### config.mk
export PLATFORM = sky130hd
export DESIGN_NAME = csa_cell
export DESIGN_NICKNAME = d
export VERILOG_FILES = /design/src/csa_pkg.sv /design/src/csa_cell.sv
export SDC_FILE = /design/constraint.sdc
export NUM_CORES = 1
export LEC_CHECK = 0
export ABC_AREA = 1
export BUFFER_PORTS_ARGS = -buffer_cell sky130_fd_sc_hd__buf_2
export CORE_ASPECT_RATIO = 1.5
export CORE_MARGIN = 2
export CORE_UTILIZATION = 52
export DETAILED_ROUTE_END_ITERATION = 6
export GPL_TIMING_DRIVEN = 1
export PLACE_DENSITY_LB_ADDON = 0.2
export SKIP_LAST_GASP = 1
export SLEW_MARGIN = 20
export SYNTH_ARGS = -nofsm -noshare
export SYNTH_HDL_FRONTEND = slang
export SYNTH_SLANG_ARGS = --single-unit
### constraint.sdc
create_clock -name clk -period 4.3 [get_ports clk]
set_clock_uncertainty 0.15 [all_clocks]
set_input_delay 0.645 -clock clk [delete_from_list [all_inputs] [get_ports clk]]
set_output_delay 0.645 -clock clk [all_outputs]
set_load 0.02 [all_outputs]
### src/csa_pkg.sv
// Package for the compacting slot array: sizes, opcodes, status codes and
// the command struct broadcast from the control logic to the slot cells.
// No dependencies.
`default_nettype none

package csa_pkg;

  localparam int MAX_ENTRIES = 64;
  localparam int ELEM_BITS   = 32;
  localparam int COUNT_W     = 7;
  localparam int INDEX_W     = 8;
  localparam int OP_W        = 3;
  localparam int STATUS_W    = 2;

  localparam logic [OP_W-1:0] OP_CLEAR  = 3'd0;
  localparam logic [OP_W-1:0] OP_APPEND = 3'd1;
  localparam logic [OP_W-1:0] OP_REMOVE = 3'd2;
  localparam logic [OP_W-1:0] OP_RESIZE = 3'd3;
  localparam logic [OP_W-1:0] OP_READ   = 3'd4;
  localparam logic [OP_W-1:0] OP_WRITE  = 3'd5;

  localparam logic [STATUS_W-1:0] ST_OK         = 2'd0;
  localparam logic [STATUS_W-1:0] ST_FULL       = 2'd1;
  localparam logic [STATUS_W-1:0] ST_BAD_INDEX  = 2'd2;
  localparam logic [STATUS_W-1:0] ST_BAD_LENGTH = 2'd3;

  localparam logic [COUNT_W-1:0] MAX_COUNT_RESET = 7'd64;
  localparam logic [COUNT_W-1:0] ENTRY_LIMIT     = COUNT_W'(MAX_ENTRIES);

  localparam logic [ELEM_BITS-1:0] SLOT_ONES = {ELEM_BITS{1'b1}};

  localparam int REG_MAX_COUNT = 0;

  typedef struct packed {
    logic                 ok;
    logic [OP_W-1:0]      op;
    logic [INDEX_W-1:0]   idx;
    logic [COUNT_W-1:0]   nlen;
    logic [COUNT_W-1:0]   live;
    logic [ELEM_BITS-1:0] wval;
  } cell_cmd_t;

endpackage

`default_nettype wire

### src/csa_cell.sv
// One slot cell of the compacting slot array: holds one slot and updates it
// from the broadcast command and its upper neighbor. Depends on csa_pkg.
`default_nettype none

module csa_cell (
  input  wire logic                           clk,
  input  wire logic                           rst_n,
  input  wire logic [csa_pkg::COUNT_W-1:0]    cell_id,
  input  wire csa_pkg::cell_cmd_t             cmd,
  input  wire logic [csa_pkg::ELEM_BITS-1:0]  up_slot,
  output logic      [csa_pkg::ELEM_BITS-1:0]  slot,
  output logic      [csa_pkg::ELEM_BITS-1:0]  rd_part
);

  logic [csa_pkg::ELEM_BITS-1:0] slot_r;
  logic [csa_pkg::ELEM_BITS-1:0] slot_nxt;
  logic [csa_pkg::INDEX_W-1:0]   id_ext;
  logic [csa_pkg::INDEX_W-1:0]   id_plus1;
  logic [csa_pkg::INDEX_W-1:0]   live_ext;

  assign id_ext   = {1'b0, cell_id};
  assign id_plus1 = id_ext + 8'd1;
  assign live_ext = {1'b0, cmd.live};
  assign slot     = slot_r;
  assign rd_part  = (id_ext == cmd.idx) ? slot_r : '0;

  always_comb begin
    slot_nxt = slot_r;
    if (cmd.ok) begin
      unique case (cmd.op)
        csa_pkg::OP_CLEAR: begin
          slot_nxt = csa_pkg::SLOT_ONES;
        end
        csa_pkg::OP_APPEND: begin
          if (cell_id == cmd.live) slot_nxt = '0;
        end
        csa_pkg::OP_REMOVE: begin
          if (id_ext >= cmd.idx && id_plus1 < live_ext) slot_nxt = up_slot;
          else if (id_plus1 == live_ext) slot_nxt = csa_pkg::SLOT_ONES;
        end
        csa_pkg::OP_RESIZE: begin
          if (cmd.nlen > cmd.live) begin
            if (cell_id >= cmd.live && cell_id < cmd.nlen) slot_nxt = '0;
          end else begin
            if (cell_id >= cmd.nlen && cell_id < cmd.live) slot_nxt = csa_pkg::SLOT_ONES;
          end
        end
        csa_pkg::OP_WRITE: begin
          if (id_ext == cmd.idx) slot_nxt = cmd.wval;
        end
        default: begin
          slot_nxt = slot_r;
        end
      endcase
    end
  end

  always_ff @(posedge clk) begin
    if (!rst_n) begin
      slot_r <= csa_pkg::SLOT_ONES;
    end else begin
      slot_r <= slot_nxt;
    end
  end

endmodule

`default_nettype wire

==> key figures <==
Outcome
  • Status: completed

Worst setup path
  • Critical Path RT: around 3500 ps
  • CP Capture Type: primary output
  • WP data arrival: 2420 ps
  • Worst-path maximum fanout: 32
  • Startpoint types: input pin
  • Crit Path Class: in -> out
  • Cell depth of the worst flop-to-flop path: 2

Yosys
  • Post-synth ARST share: 0%
  • Post-Syn Area: about 0.0035 mm2
  • Synthesis Warnings: 0
  • Synth top area cells: nand2_1 (24%), dfxtp_1 (18%), ha_1 (13%)
  • Top-area cell type share of the netlist area: around 24%
  • Synth Net Count: roughly 760
  • Distinct cells, synth: 27
  • Synth Flop Type: dfxtp_1
  • Number of flops mapped to enable cells by yosys: 0
  • Synth cell count leaders: nand2_1 (224), inv_1 (112), nor2_1 (80), nand3_1 (39), ha_1 (36)
  • Count leader, synth: nand2_1
  • #FFs+latches synth: 32
  • Syn Inst Count: roughly 620
  • Synthesized area per cell: about 5.6 um2
  • Sequential area share after synthesis: 18.36%
  • Leading area contributor after synthesis: nand2_1

Cells and area
  • Layout cells sized above 1: 24.38%
  • Non-Filler Instances: 843
  • Final nets: between 900 and 1,000
  • Fill count: 647
  • Max FFs per register: 32
  • Area Growth Syn to Fin: 24.89%
  • # diodes: 0
  • Final Cell Area: 0.004357 mm2

Power
  • Pwr dens: 220.4 mW/mm2
  • Switching Fraction: a little under two fifths
  • Pleak: roughly 3 nW
  • Total power: 0.0009601 W
  • Cell internal pwr: approximately 0.00061 W
  • Flop pwr share: a little over a third
  • Clock Power Share: between 20% and 30%
  • Worst VDD drop: 0.0001367 V
  • Sw Pwr: around 0.00035 W
  • Logic pwr share: 39.1%

STA
  • Fin Setup TNS: 0 ps
  • Min cycle time layout: about 3200 ps
  • Ratio of final minimum period to clock period: about three quarters
  • Worst slew margin: about 33%
  • Worst-Margin Slew: 1005 ps
  • Slew Viols, Final: 0
  • Unrepaired setup endpoints after global routing: false
  • Fmax achieved: between 300 and 400 MHz
  • Final setup viols: 0
  • Setup ws final: around 1100 ps
  • Final Hold Viols: 0

Die
  • Chip width: 70.88 um
  • Num ports: around 160
  • Die footprint: ~0.0074 mm2
  • Die height: between 100 and 150 um
  • Rows: 36
  • Starting Density: between 50% and 60%
  • Core area: approximately 0.0065 mm2

Place
  • Final HPWL DP: around 7500 um
  • Post-DP Area: between 0.004 and 0.005 mm2
  • Inst Count DP: about 840
  • Routability cong.: 0.9306
  • Number of port buffers: about 160
  • Post-Place Setup Slack: 956.2 ps

Global routing
  • Initial antenna violation count: 0
  • Grt met3 use: under 10%
  • Largest net degree at the start of global routing: 35
  • First-pass GRT wire length: approximately 16,000 um
  • Met1 usage: 27.74%
  • GR Overflow Total: 0
  • Gr usage total: between 20% and 30%
  • Number of global-route vias before repair: ~3,800
  • GR met2 Demand/Resource: about half
  • Most Crowded Layer GR: met2

Run
  • Max cap viols: 0

Worst hold path
  • Hold depth: 2
  • Worst min path class: reg -> reg

Routing
  • WL/cell: between 10 and 15 um
  • 1st-iter DRT viols: between 150 and 200
  • Drc violations: 0
  • Number of vias per cell: between 4 and 5
  • 1st-pass router iterations: 5
  • DR vias: around 4,100
  • Routed Antenna Nets: 0
  • Routed WL: just under 10,000 um

CTS
  • Clk Latency, worst-skew pair: roughly 280 ps
  • Clk buf depth: 2
  • Hold-fix buffers, CTS: 0
  • CTS sink count: 32
  • CTS clock-pin slew for the worst setup and hold paths: about 60 ps
  • H-tree levels: 2
  • TritonCTS clock tree: yes
  • CTS-repair resized insts: 0
  • Post-CTS setup buffers: 0
  • Root Buffer: clkbuf_8
  • Total clock buffers created by CTS: 5
## cell families (layout without fill, tap and decap cells)
group,after synthesis,in the layout,share of synthesized area [%]
compound gates,12,12,1.865
xor+xnor,4,4,1.004
fa+ha+maj,36,36,12.91
buf+inv,149,292,17.36
flops,32,32,18.36
simple gates,391,391,48.49
## routing by layer
metal / routed length, um / part of all wire (%)
met2: 5062 / 53
met3: 616 / 6.4
met5: 0 / 0
met1: 3637 / 38
met4: 320 / 3.3
## cells in the final DEF, fill, tap and decap left out
cell,count
and2_1,1
xor2_1,3
ha_1,36
a31oi_1,1
clkinv_1,2
nor2_1,80
nand3b_1,34
nand2_2,5
nand2_1,223
nor2_4,2
buf_4,2
nand2_4,1
clkbuf_8,7
dfxtp_1,32
inv_2,7
inv_1,112
and3_1,1
a21oi_2,1
a21oi_1,9
nand4_1,3
nand3_1,39
xnor2_1,1
buf_2,162
o21ai_0,1
nor3_1,2
## worst paths after layout
check	slack (ps)	from	end
worst max-delay path	1090	cell_id[6]	rd_part[4]
worst min-delay path	320	slot[4]$_SDFFE_PN1P_	slot[4]$_SDFFE_PN1P_
worst max register to register	3550	slot[9]$_SDFFE_PN1P_	slot[9]$_SDFFE_PN1P_
worst min register to register	320	slot[4]$_SDFFE_PN1P_	slot[4]$_SDFFE_PN1P_
## layout make-up
type                       instances  area, um2  share of cell area, %
multi-input combinational        443       2245                  51.52
timing repair buffer             164      825.8                  18.95
sequential                        32      640.6                  14.70
inverter                         121      454.2                  10.43
clock buffer                       7      96.34                  2.211
tap                               76      95.09                  2.183
## worst max-delay path, stage by stage
cell and delay (ps):
buf_2 150, ha_1 310, nand4_1 140, nor2_1 90, inv_1 730, nor2_1 130, buf_2 210
## stage by stage
stage	utilization [%]	hold slack, ps
global route	67.17	356.5
global placement	65.64	308.7
CTS	67.13	325.8
floorplan	-	403.1
finish	67.17	319.6
detailed placement	65.64	309.4
## power by group through the flow
stage	clock network, W	registers [W]	logic [W]
floorplan	0	0.000370	0.000229
global placement	0	0.000344	0.000366
detailed placement	0	0.000344	0.000376
CTS	0.000251	0.000338	0.000378
global route	0.000261	0.000341	0.000427
finish	0.000246	0.000338	0.000376
Power figures use the tool's default switching activity.
